**src/hdl/crat_pkg.sv**
```systemverilog
`default_nettype none
package crat_pkg;

  // characters of interest on the receive line
  localparam logic [7:0] CH_CR = 8'h0D;
  localparam logic [7:0] CH_LF = 8'h0A;
  localparam logic [7:0] CH_O  = 8'h4F;
  localparam logic [7:0] CH_K  = 8'h4B;

  // line capacity: a character that arrives at count LINE_CAPACITY-1 wraps the count
  localparam logic [3:0] LINE_CAPACITY = 4'd10;

  localparam logic [15:0] TIMEOUT_RELOAD_RST = 16'd10000;
  localparam logic [3:0]  MAX_ATTEMPTS_RST   = 4'd10;

  localparam int CFG_IDX_W  = 1;
  localparam int CFG_DATA_W = 16;

  typedef enum logic [CFG_IDX_W-1:0] {
    CFG_TIMEOUT_RELOAD = 1'b0,
    CFG_MAX_ATTEMPTS   = 1'b1
  } cfg_idx_t;

  typedef enum logic [1:0] {
    FN_START = 2'd0,
    FN_BYTE  = 2'd1,
    FN_TICK  = 2'd2,
    FN_NONE  = 2'd3
  } func_t;

  typedef enum logic [1:0] {
    PH_IDLE = 2'd0,
    PH_RECV = 2'd1,
    PH_CR   = 2'd2,
    PH_DONE = 2'd3
  } phase_t;

  typedef enum logic [1:0] {
    OUT_OK     = 2'd0,
    OUT_RESEND = 2'd1,
    OUT_GAVEUP = 2'd2
  } outcome_t;

  typedef struct packed {
    logic [1:0] func;
    logic [7:0] rx_byte;
  } in_word_t;

  typedef struct packed {
    logic [1:0] outcome;
    logic [3:0] attempt_number;
  } out_word_t;

endpackage
`default_nettype wire

```
**src/hdl/crlf_response_ack_tracker_unit.sv**
```systemverilog
// Reply tracker for a line-based command link. Each input word is a start
// (opens attempt 1), a received byte (builds the CR-LF terminated line, only
// the first two characters are kept), a wait tick (consumes a complete line
// or counts the timeout down) or a no-op. A tick that concludes an attempt
// gives one result word: ok if the line began with "OK", resend, or gave
// up once max_attempts is used up. Ticks while the receiver is idle never
// time out. Every input word is held in the input register, and the result
// it gives, if any, is written from there to the result register. The unit
// takes a word every cycle unless a stalled result holds the pipe, which
// happens only once the input register is also full. Registers (cfg_index):
// 0 timeout_reload (16 bit, reset 10000), 1 max_attempts (4 bit, reset 10);
// write them only while no word is in flight. cfg_ready is always high.
`default_nettype none
module crlf_response_ack_tracker_unit (
  input  wire                               clk,
  input  wire                               rst_n,
  input  wire                               in_valid,
  input  crat_pkg::in_word_t                in_word,
  output logic                              in_stall,
  output logic                              out_valid,
  output crat_pkg::out_word_t               out_word,
  input  wire                               out_stall,
  input  wire                               cfg_valid,
  output logic                              cfg_ready,
  input  wire [crat_pkg::CFG_IDX_W-1:0]     cfg_index,
  input  wire [crat_pkg::CFG_DATA_W-1:0]    cfg_data
);
  import crat_pkg::*;

  logic      word_valid;
  in_word_t  word;
  logic      advance;
  logic      res_valid;
  out_word_t res;

  assign cfg_ready = 1'b1;

  crat_in_reg u_in_reg (
    .clk        (clk),
    .rst_n      (rst_n),
    .in_valid   (in_valid),
    .in_word    (in_word),
    .in_stall   (in_stall),
    .advance    (advance),
    .word_valid (word_valid),
    .word       (word)
  );

  crat_core u_core (
    .clk       (clk),
    .rst_n     (rst_n),
    .cfg_we    (cfg_valid && cfg_ready),
    .cfg_index (cfg_index),
    .cfg_data  (cfg_data),
    .go        (advance),
    .word      (word),
    .res_valid (res_valid),
    .res       (res)
  );

  crat_out_reg u_out_reg (
    .clk        (clk),
    .rst_n      (rst_n),
    .word_valid (word_valid),
    .res_valid  (res_valid),
    .res        (res),
    .advance    (advance),
    .out_valid  (out_valid),
    .out_word   (out_word),
    .out_stall  (out_stall)
  );

endmodule
`default_nettype wire

```
**src/hdl/crat_in_reg.sv**
```systemverilog
`default_nettype none
module crat_in_reg (
  input  wire                  clk,
  input  wire                  rst_n,
  input  wire                  in_valid,
  input  crat_pkg::in_word_t   in_word,
  output logic                 in_stall,
  input  wire                  advance,
  output logic                 word_valid,
  output crat_pkg::in_word_t   word
);
  import crat_pkg::*;

  logic     valid_r;
  in_word_t word_r;

  // holds while the core cannot take the registered word
  assign in_stall   = valid_r && !advance;
  assign word_valid = valid_r;
  assign word       = word_r;

  always_ff @(posedge clk) begin
    if (!rst_n) begin
      valid_r <= 1'b0;
    end else if (!in_stall) begin
      valid_r <= in_valid;
    end
  end

  always_ff @(posedge clk) begin
    if (!in_stall) begin
      word_r <= in_word;
    end
  end

endmodule
`default_nettype wire

```
**src/hdl/crat_core.sv**
```systemverilog
`default_nettype none
module crat_core (
  input  wire                                clk,
  input  wire                                rst_n,
  input  wire                                cfg_we,
  input  wire [crat_pkg::CFG_IDX_W-1:0]      cfg_index,
  input  wire [crat_pkg::CFG_DATA_W-1:0]     cfg_data,
  input  wire                                go,
  input  crat_pkg::in_word_t                 word,
  output logic                               res_valid,
  output crat_pkg::out_word_t                res
);
  import crat_pkg::*;

  logic [15:0] timeout_reload_r;
  logic [3:0]  max_attempts_r;

  phase_t      phase_r, phase_nxt;
  logic [3:0]  count_r, count_nxt;
  logic [7:0]  first_r, first_nxt;
  logic [7:0]  second_r, second_nxt;
  logic [15:0] timeout_r, timeout_nxt;
  logic [3:0]  attempt_r, attempt_nxt;
  logic        waiting_r, waiting_nxt;

  logic        store;
  logic [7:0]  store_char;
  logic        fail;
  logic [15:0] timeout_dec;

  always_ff @(posedge clk) begin
    if (!rst_n) begin
      timeout_reload_r <= TIMEOUT_RELOAD_RST;
      max_attempts_r   <= MAX_ATTEMPTS_RST;
    end else if (cfg_we) begin
      case (cfg_idx_t'(cfg_index))
        CFG_TIMEOUT_RELOAD: timeout_reload_r <= cfg_data;
        CFG_MAX_ATTEMPTS:   max_attempts_r   <= cfg_data[3:0];
        default: ;
      endcase
    end
  end

  assign timeout_dec = timeout_r - 16'd1;

  always_comb begin
    phase_nxt   = phase_r;
    count_nxt   = count_r;
    timeout_nxt = timeout_r;
    attempt_nxt = attempt_r;
    waiting_nxt = waiting_r;
    store       = 1'b0;
    store_char  = word.rx_byte;
    fail        = 1'b0;
    res_valid   = 1'b0;
    res.outcome        = OUT_OK;
    res.attempt_number = attempt_r;

    case (func_t'(word.func))
      FN_START: begin
        waiting_nxt = 1'b1;
        attempt_nxt = 4'd1;
      end
      FN_BYTE: begin
        case (phase_r)
          PH_IDLE: begin
            if (word.rx_byte != CH_CR && word.rx_byte != CH_LF) begin
              store       = 1'b1;
              count_nxt   = count_r + 4'd1;
              phase_nxt   = PH_RECV;
              timeout_nxt = timeout_reload_r;
            end
          end
          PH_RECV: begin
            if (word.rx_byte == CH_CR) begin
              phase_nxt = PH_CR;
            end else if (count_r < LINE_CAPACITY - 4'd1) begin
              store     = 1'b1;
              count_nxt = count_r + 4'd1;
            end else begin
              count_nxt = 4'd0;
            end
            timeout_nxt = timeout_reload_r;
          end
          PH_CR: begin
            if (word.rx_byte == CH_LF) begin
              // terminator lands at the current index
              store      = 1'b1;
              store_char = 8'd0;
              phase_nxt  = PH_DONE;
            end else begin
              phase_nxt = PH_RECV;
            end
            timeout_nxt = timeout_reload_r;
          end
          default: begin
            phase_nxt = PH_IDLE;
            count_nxt = 4'd0;
          end
        endcase
      end
      FN_TICK: begin
        if (waiting_r) begin
          if (phase_r == PH_DONE) begin
            phase_nxt = PH_IDLE;
            count_nxt = 4'd0;
            res_valid = 1'b1;
            if (first_r == CH_O && second_r == CH_K) begin
              waiting_nxt = 1'b0;
            end else begin
              fail = 1'b1;
            end
          end else if (phase_r != PH_IDLE && timeout_r != 16'd0) begin
            timeout_nxt = timeout_dec;
            if (timeout_dec == 16'd0) begin
              phase_nxt = PH_IDLE;
              count_nxt = 4'd0;
              res_valid = 1'b1;
              fail      = 1'b1;
            end
          end
        end
      end
      default: ;
    endcase

    if (fail) begin
      if (attempt_r >= max_attempts_r) begin
        res.outcome = OUT_GAVEUP;
        waiting_nxt = 1'b0;
      end else begin
        res.outcome = OUT_RESEND;
        attempt_nxt = attempt_r + 4'd1;
      end
    end

    // only the first two characters are kept
    first_nxt  = (store && count_r == 4'd0) ? store_char : first_r;
    second_nxt = (store && count_r == 4'd1) ? store_char : second_r;
  end

  always_ff @(posedge clk) begin
    if (!rst_n) begin
      phase_r   <= PH_IDLE;
      count_r   <= 4'd0;
      first_r   <= 8'd0;
      second_r  <= 8'd0;
      timeout_r <= 16'd0;
      attempt_r <= 4'd0;
      waiting_r <= 1'b0;
    end else if (go) begin
      phase_r   <= phase_nxt;
      count_r   <= count_nxt;
      first_r   <= first_nxt;
      second_r  <= second_nxt;
      timeout_r <= timeout_nxt;
      attempt_r <= attempt_nxt;
      waiting_r <= waiting_nxt;
    end
  end

endmodule
`default_nettype wire

```
**src/hdl/crat_out_reg.sv**
```systemverilog
`default_nettype none
module crat_out_reg (
  input  wire                   clk,
  input  wire                   rst_n,
  input  wire                   word_valid,
  input  wire                   res_valid,
  input  crat_pkg::out_word_t   res,
  output logic                  advance,
  output logic                  out_valid,
  output crat_pkg::out_word_t   out_word,
  input  wire                   out_stall
);
  import crat_pkg::*;

  logic      valid_r;
  out_word_t word_r;

  // a word moves on when the result slot is empty or being taken
  assign advance   = word_valid && (!valid_r || !out_stall);
  assign out_valid = valid_r;
  assign out_word  = word_r;

  always_ff @(posedge clk) begin
    if (!rst_n) begin
      valid_r <= 1'b0;
    end else if (advance) begin
      valid_r <= res_valid;
    end else if (!out_stall) begin
      valid_r <= 1'b0;
    end
  end

  always_ff @(posedge clk) begin
    if (advance && res_valid) begin
      word_r <= res;
    end
  end

endmodule
`default_nettype wire
```
**config.mk**
```make
export PLATFORM = sky130hd
export DESIGN_NAME = crlf_response_ack_tracker_unit
export DESIGN_NICKNAME = d
export VERILOG_FILES = /design/src/hdl/crat_pkg.sv /design/src/hdl/crlf_response_ack_tracker_unit.sv /design/src/hdl/crat_in_reg.sv /design/src/hdl/crat_core.sv /design/src/hdl/crat_out_reg.sv
export SDC_FILE = /design/constraint.sdc
export NUM_CORES = 1
export LEC_CHECK = 0
export ABC_AREA = 1
export BUFFER_PORTS_ARGS = -buffer_cell sky130_fd_sc_hd__buf_4
export CAP_MARGIN = 20
export CORE_MARGIN = 2
export CORE_UTILIZATION = 59
export DETAILED_ROUTE_END_ITERATION = 7
export GPL_TIMING_DRIVEN = 0
export PLACE_DENSITY = 0.8
export SLEW_MARGIN = 20
export SYNTH_ARGS = -nofsm -noshare
export SYNTH_HDL_FRONTEND = slang
export SYNTH_SLANG_ARGS = --single-unit
```
**constraint.sdc**
```tcl
create_clock -name clk -period 2.5 [get_ports clk]
set_clock_uncertainty 0.15 [all_clocks]
set_input_delay 0.125 -clock clk [delete_from_list [all_inputs] [get_ports clk]]
set_output_delay 0.125 -clock clk [all_outputs]
set_load 0.02 [all_outputs]
```
==> impl_metrics.csv, run 1 <==
group,metric,value,unit
grt,grt_pass1_vias,3973,
yosys,synth-seq-area-share,42.6,%
clock_network,worstSkewPairLatency,0.35,ns
layout,layout-drive-gt1-share,13.7,%
placed_design,finalWeightedCongestion,0.952,
floorplanning,io_pins,41,
layout,postLayoutCellArea,5120,sq um
yosys,yosys.area.top_type_share,31.1,%
yosys,post_synth.cell_area_avg,7.31,sq um
worst_setup_path,setup.worst_path.start_class,"flip-flop",
sta,clock.fmax,425,MHz
clock_network,cts.clk_slew.worst_paths,0.08,ns
clock_network,cts-buffers-inserted,9,
flow_run,timing.max_cap.violations,0,
detailed_routing,detail_route.first_pass.iterations,5,
floorplanning,die_w,88.2,microns
detailed_routing,drt_first_iter_violations,326,
layout,design.final.nets,699,
sta,worst_case_headroom_to_the_max_slew_limit,54.9,%
grt,grt_util_all_layers,29.5,%
sta,hold_slack,0.311,ns
worst_setup_path,launch_point_of_the_worst_reg_to_reg_path,"u_in_reg.word[8]",
grt,global_route.overflow_total,0,
pwr,finalPower,2.84,mW
floorplanning,initial_utilization,61.2,%
worst_setup_path,required,2.62,ns
pwr,power.static_leakage,2.26,nW
worst_setup_path,path_common_cell,"sky130_fd_sc_hd__inv_1",
pwr,worst_ir_drop_vdd,0.360,mV
hold_path,holdPathEnd,"u_core.first_r[5]",
floorplanning,rows,30,
pwr,netSwitchingPower,805,uW
yosys,synth.lib_cells_used.distinct,39,
placed_design,dp.final_hpwl,7360,microns
clock_network,cts_sinks,81,
pwr,power.internal,2.04,mW
worst_setup_path,rrSetupSlack,0.15,ns
clock_network,cts_tree,"done",
outcome,run_status,"completed",
sta,setup_total_negative_slack,0,ns
worst_setup_path,critical_path_class,"flip-flop to flip-flop",
worst_setup_path,critical_path.reg2reg.endpoint,"u_core.timeout_r[1]",
pwr,share_comb_of_total_power,17.2,%
worst_setup_path,cp_cell_sequence,"inv_1, ha_1, inv_1, a211oi_1, nand3_1, nor2_1, buf_2, o21ai_0, a21oi_1",
detailed_routing,post-route-drc-count,0,
pwr,switching_share,28.3,%
yosys,dominantRegCellSynth,"sky130_fd_sc_hd__dfxtp_1",
yosys,most_instantiated_cells_after_synthesis,"sky130_fd_sc_hd__nand2_1 (129), sky130_fd_sc_hd__dfxtp_1 (65), sky130_fd_sc_hd__inv_1 (65)",
layout,final.fill_count,542,
worst_setup_path,reg2reg_depth,9,
worst_setup_path,slowest_delay,0.39,ns
worst_setup_path,worst-path-max-fanout,10,
grt,global_route_wire_length_before_repair,17900,microns
yosys,number_of_storage_elements_in_the_synthesis_netlist,81,
detailed_routing,detailroute.via_count,4147,
floorplanning,area_of_the_placeable_core,6830,sq um
yosys,number_of_enable_type_register_cells_in_the_synthesized_netlist,16,
worst_setup_path,cp.arrival,2.48,ns
hold_path,worst_hold_path_type,"flip-flop to flip-flop",
yosys,synth_top_cell_by_area,"sky130_fd_sc_hd__dfxtp_1",
placed_design,placedInstanceArea,4590,sq um
layout,area.growth.synth_to_final,22.5,%
sta,final_max_slew_viol_count,0,
layout,diodes,0,
clock_network,clk_path_buf_depth,2,
placed_design,port_buffers,38,
detailed_routing,via_per_inst,5.50,
worst_setup_path,endpoint_kind,"flip-flop",
yosys,ys_top_cells_by_area,"sky130_fd_sc_hd__dfxtp_1 (31%), sky130_fd_sc_hd__nand2_1 (12%), sky130_fd_sc_hd__edfxtp_1 (11%), sky130_fd_sc_hd__o21ai_0 (6.1%), sky130_fd_sc_hd__inv_1 (5.8%)",
yosys,mappedNetlistArea,4180,sq um
pwr,flop_pwr_share,50.0,%
yosys,postSynthNetCount,618,
clock_network,clock_tree.root_cell,"sky130_fd_sc_hd__clkbuf_8",
yosys,yosys.cell_count.top_type,"sky130_fd_sc_hd__nand2_1",
detailed_routing,totalWireLength,10700,microns
hold_path,holdCritStartpoint,"u_core.first_r[5]",
floorplanning,floorplan.die_area,7780,sq um
sta,final_hold_viol_count,0,
worst_setup_path,timing.critical_path.slowest_stage_cell,"sky130_fd_sc_hd__edfxtp_1",
floorplanning,chipHeight,88.2,microns
pwr,cellPowerDensity,554,nW/um^2
hold_path,holdPathStages,2,
grt,grt_antenna_before_repair,0,
sta,tightest_slew,0.674,ns
sta,finalSetupViolations,0,
sta,fin_crit_sh,94.2,%
detailed_routing,ant_nets,0,
yosys,postSynth.asyncResetShare,0,%
yosys,yosysWarnings,0,
yosys,post_syn_instances,572,
grt,grt_max_degree,15,
detailed_routing,wl_per_cell,14.2,microns
clock_network,count_of_h_tree_levels_built_during_cts,3,
pwr,clock_power_share,32.8,%
sta,fin_crit,2.35,ns
power by group through the flow:
| stage | Combinational, mW | Clock [mW] | Sequential (mW) |
|---|---|---|---|
| after floorplan | 0.308 | 0 | 1.44 |
| after global placement | 0.414 | 0 | 1.45 |
| after detailed placement | 0.427 | 0 | 1.45 |
| after CTS | 0.471 | 0.935 | 1.42 |
| after global routing | 0.549 | 0.983 | 1.43 |
| final | 0.487 | 0.933 | 1.42 |
cells by family (layout without fill, tap and decap cells):
logic type / after synthesis / in the layout / share of synthesized area, %
simple gates: 270 / 270 / 28.7
compound gates: 116 / 116 / 14.7
other cells: 1 / 1 / 0.0896
xor+xnor: 5 / 5 / 1.05
buf+inv: 85 / 171 / 8.70
flops: 81 / 81 / 42.6
fa+ha+maj: 14 / 14 / 4.19
layout make-up:
| class | instances | area [sq um] | area share, % |
|---|---|---|---|
| Sequential cell | 81 | 1780 | 34.8 |
| Multi-Input combinational cell | 406 | 2060 | 40.3 |
| Inverter | 67 | 251 | 4.91 |
| Clock inverter | 6 | 58.8 | 1.15 |
| Tap cell | 96 | 120 | 2.34 |
| Timing Repair Buffer | 70 | 603 | 11.8 |
| Buffer | 18 | 115 | 2.25 |
| Clock buffer | 10 | 128 | 2.49 |
metal layers:
layer | track usage (%) | routed length, microns | vias up
li1 | - | - | 2053
met1 | 38.8 | 4710 | 1881
met2 | 48.7 | 4970 | 186
met3 | 4.38 | 801 | 27
met4 | 12.8 | 244 | 0
met5 | 0 | 0 | -
timing repair:
action                                  in CTS  in global routing
endpoints found under the hold margin       37                  0
gates resized for setup                      2                 12
setup buffers                                0                  1
hold buffers                                31                  0
endpoints found under the setup margin       6                 33
flip-flops by register name, summed over array words and instances, names as in the netlist, 2 cells and up:
register / count
u_core.attempt_r: 4
u_core.count_r: 4
u_core.first_r: 8
u_core.max_attempts_r: 4
u_core.phase_r: 2
u_core.second_r: 8
u_core.timeout_r: 16
u_core.timeout_reload_r: 16
u_in_reg.word: 10
u_out_reg.out_word: 6
per-stage QoR:
step,util [%],setup WS (ns),instances
after floorplan,-,0.311,572
after global placement,67.2,-0.0248,706
after detailed placement,67.2,-0.0674,706
after CTS,74.5,0.0287,753
after global routing,75.0,-0.0762,754
final,75.0,0.145,754
critical path: cells and delay by family (launching register included):
family / cells / cell delay [ns]
flops: 1 / 0.39
simple gates: 2 / 0.38
compound gates: 3 / 0.52
buf+inv: 3 / 0.55
fa+ha+maj: 1 / 0.28
cell usage in the layout, fill, tap and decap left out, types with 2 or more instances in the layout:
cell type and instances:
sky130_fd_sc_hd__inv_1 63, sky130_fd_sc_hd__nand2_2 6, sky130_fd_sc_hd__inv_2 3, sky130_fd_sc_hd__nand2_4 2, sky130_fd_sc_hd__nand3_1 39, sky130_fd_sc_hd__xnor2_1 2
sky130_fd_sc_hd__clkbuf_8 12, sky130_fd_sc_hd__nor2_1 59, sky130_fd_sc_hd__edfxtp_1 16, sky130_fd_sc_hd__o211ai_1 4, sky130_fd_sc_hd__buf_2 3, sky130_fd_sc_hd__nor2_2 7
sky130_fd_sc_hd__clkbuf_2 2, sky130_fd_sc_hd__nand2_1 128, sky130_fd_sc_hd__o21ai_0 50, sky130_fd_sc_hd__xor2_1 3, sky130_fd_sc_hd__clkbuf_1 7, sky130_fd_sc_hd__a31oi_1 5
sky130_fd_sc_hd__ha_1 13, sky130_fd_sc_hd__nand3b_1 3, sky130_fd_sc_hd__nor2_4 4, sky130_fd_sc_hd__clkinv_1 3, sky130_fd_sc_hd__buf_4 40, sky130_fd_sc_hd__o21ai_1 3
sky130_fd_sc_hd__nor3_1 4, sky130_fd_sc_hd__nand4_1 14, sky130_fd_sc_hd__buf_1 2, sky130_fd_sc_hd__dlygate4sd3_1 31, sky130_fd_sc_hd__a21oi_1 48, sky130_fd_sc_hd__dfxtp_1 64
worst max path at each step:
stage / startpoint / end / slack, ns / depth (start not counted)
3_3_place_gp: u_core.timeout_r[0] / u_out_reg.out_word[1] / -0.02 / 12
6_report: u_in_reg.word[8] / u_core.timeout_r[1] / 0.15 / 9
5_1_grt: u_in_reg.word[8] / u_core.timeout_r[1] / -0.08 / 9
4_1_cts: u_core.timeout_r[0] / u_out_reg.out_word[5] / 0.03 / 12
2_1_floorplan: u_core.timeout_r[0] / u_out_reg.out_word[0] / 0.31 / 12
3_5_place_dp: u_core.timeout_r[0] / u_out_reg.out_word[5] / -0.07 / 12
Power figures use the tool's default switching activity.
==> run 2: changes to the inputs <==
CORE_MARGIN = not set   (was 2)
==> impl_metrics.csv, run 2 (synthesis gave the netlist of run 1 again) <==
group,metric,value,unit
worst_setup_path,critical_path_class,"flip-flop to flip-flop",
worst_setup_path,worst-path-max-fanout,8,
sta,tightest_slew,0.696,ns
layout,final.fill_count,565,
floorplanning,floorplan.die_area,7430,sq um
layout,diodes,0,
grt,grt_max_degree,14,
sta,rsz_0062_raised_after_global_routing,"false",
layout,area.growth.synth_to_final,22.2,%
sta,setup_ws,0.181,ns
pwr,power.static_leakage,2.26,nW
sta,hold_slack,0.313,ns
clock_network,cts-buffers-inserted,9,
clock_network,cts_tree,"done",
worst_setup_path,endpoint_kind,"flip-flop",
clock_network,cts.clk_slew.worst_paths,0.09,ns
detailed_routing,post-route-drc-count,0,
pwr,cellPowerDensity,556,nW/um^2
worst_setup_path,timing.critical_path.from,"u_core.timeout_r[5]",
sta,worst_case_headroom_to_the_max_slew_limit,53.4,%
flow_run,timing.max_cap.violations,0,
grt,grt_pass1_vias,3772,
detailed_routing,ant_nets,0,
sta,final_hold_viol_count,0,
worst_setup_path,worstSetupEndpoint,"u_out_reg.out_word[5]",
floorplanning,area_of_the_placeable_core,6830,sq um
floorplanning,io_pins,41,
grt,grt_use_met3,4.76,%
grt,global_route.peak_usage_layer,"met2",
grt,global_route.overflow_total,0,
worst_setup_path,critical_path.n_buffers_inverters,1,
layout,layout-drive-gt1-share,13.7,%
grt,grt_util_all_layers,30.4,%
floorplanning,rows,30,
worst_setup_path,required,2.41,ns
sta,fin_crit,2.32,ns
worst_setup_path,launch_point_of_the_worst_reg_to_reg_path,"u_core.timeout_r[5]",
floorplanning,initial_utilization,61.2,%
sta,clock.fmax,431,MHz
sta,fin_crit_sh,92.8,%
sta,finalSetupViolations,0,
worst_setup_path,cp_cell_sequence,"nor2_2, nand2_2, nor2_4, nand3_1, nand2_1, nand4_1, nor2_1, nand2_2, nand2_4, nand4_1, inv_2",
worst_setup_path,timing.critical_path.slowest_stage_cell,"sky130_fd_sc_hd__dfxtp_1",
clock_network,count_of_h_tree_levels_built_during_cts,3,
detailed_routing,detail_route.first_pass.iterations,5,
floorplanning,chipHeight,86.2,microns
clock_network,postCtsSetupRepairBufs,0,
detailed_routing,drt_first_iter_violations,344,
worst_setup_path,rrSetupSlack,0.18,ns
clock_network,cts_sinks,81,
outcome,run_status,"completed",
floorplanning,die_w,86.2,microns
detailed_routing,detailroute.via_count,4119,
worst_setup_path,crit_cells,11,
placed_design,port_buffers,38,
pwr,worst_ir_drop_vdd,0.383,mV
layout,mostFrequentLayoutCell,"sky130_fd_sc_hd__nand2_1",
grt,global_route_wire_length_before_repair,17400,microns
worst_setup_path,path_delay_family,"simple AND/OR/NAND/NOR gates",
placed_design,dp.final_hpwl,7380,microns
sta,final_max_slew_viol_count,0,
detailed_routing,via_per_inst,5.48,
clock_network,worstSkewPairLatency,0.36,ns
placed_design,finalWeightedCongestion,0.975,
layout,design.final.nets,698,
grt,globalRouteMet1Util,40.1,%
worst_setup_path,reg2reg_depth,11,
detailed_routing,totalWireLength,10900,microns
worst_setup_path,critical_path.reg2reg.endpoint,"u_out_reg.out_word[5]",
worst_setup_path,cp.arrival,2.23,ns
worst_setup_path,setup.worst_path.start_class,"flip-flop",
clock_network,clock_tree.root_cell,"sky130_fd_sc_hd__clkbuf_8",
placed_design,place_ws,-0.00367,ns
clock_network,clk_path_buf_depth,2,
detailed_routing,wl_per_cell,14.5,microns
layout,layout_common_cells,"sky130_fd_sc_hd__nand2_1 (128), sky130_fd_sc_hd__dfxtp_1 (64), sky130_fd_sc_hd__inv_1 (63)",
grt,grt.met2_usage,50.1,%
worst_setup_path,slowest_delay,0.39,ns
grt,grt_antenna_before_repair,0,
hold_path,worst_hold_path_type,"flip-flop to flip-flop",
==> run 2: cell count changes in the layout (fill, tap and decap cells not counted), sizes merged <==
cell and change:
buf -1, clkbuf -1, clkinv +1, inv -1
==> run 2: layout make-up <==
cell class | count | area, sq um | area share [%]
plain buffers | 18 | 115 | 2.25
clock buffers | 9 | 124 | 2.42
clock inverters | 6 | 60.1 | 1.17
inverters | 67 | 251 | 4.92
multi-input cells | 406 | 2070 | 40.4
flip-flops and latches | 81 | 1780 | 34.9
well taps | 96 | 120 | 2.35
repair buffers | 69 | 596 | 11.6
==> run 2: repair_timing <==
action                                 4_1_cts  5_1_grt
setup endpoints to repair                    6       40
endpoints found under the hold margin       37        0
resized for setup                            1       14
hold buffers                                31        0
==> run 2: worst min path at each step <==
stage | startpoint | cells after the start | slack, ns | endpoint
floorplan | in_word[0] | 0 | 0.07 | u_in_reg.word[0]
global placement | in_word[0] | 1 | 0.15 | u_in_reg.word[0]
detailed placement | in_word[1] | 1 | 0.15 | u_in_reg.word[1]
CTS | u_core.first_r[4] | 2 | 0.32 | u_core.first_r[4]
global route | u_core.first_r[4] | 2 | 0.33 | u_core.first_r[4]
finish | u_core.timeout_reload_r[8] | 2 | 0.31 | u_core.timeout_reload_r[8]
==> run 2: power by group <==
| group | switching, mW | internal [mW] |
|---|---|---|
| Clock | 0.484 | 0.451 |
| Combinational | 0.289 | 0.200 |
| Sequential | 0.0417 | 1.38 |
==> run 2: worst register-to-register path, stage by stage (launching register included) <==
cell and delay [ns]:
sky130_fd_sc_hd__dfxtp_1 0.39, sky130_fd_sc_hd__nor2_2 0.23, sky130_fd_sc_hd__nand2_2 0.09, sky130_fd_sc_hd__nor2_4 0.18, sky130_fd_sc_hd__nand3_1 0.10, sky130_fd_sc_hd__nand2_1 0.08, sky130_fd_sc_hd__nand4_1 0.14, sky130_fd_sc_hd__nor2_1 0.15
sky130_fd_sc_hd__nand2_2 0.10, sky130_fd_sc_hd__nand2_4 0.11, sky130_fd_sc_hd__nand4_1 0.13, sky130_fd_sc_hd__inv_2 0.18
==> run 2: per-layer routing <==
metal  wire length, microns  part of all wire (%)  up-vias
met5                      0                     0        -
met4                    201                   1.8        0
met3                    746                   6.9       24
met2                   5130                    47      166
met1                   4810                    44     1889
li1                       -                     -     2040
==> run 2: metrics by stage <==
stage	utilization, %	cells	TNS (ns)	instance area (sq um)	total power, mW
final	74.9	752	0	5110	2.85
after detailed placement	67.2	706	-0.0213	4590	1.87
after floorplan	-	572	0	4180	1.74
after global placement	67.2	706	-0.182	4590	1.86
after CTS	74.4	752	0	5080	2.82
after global routing	74.9	752	0	5110	2.96
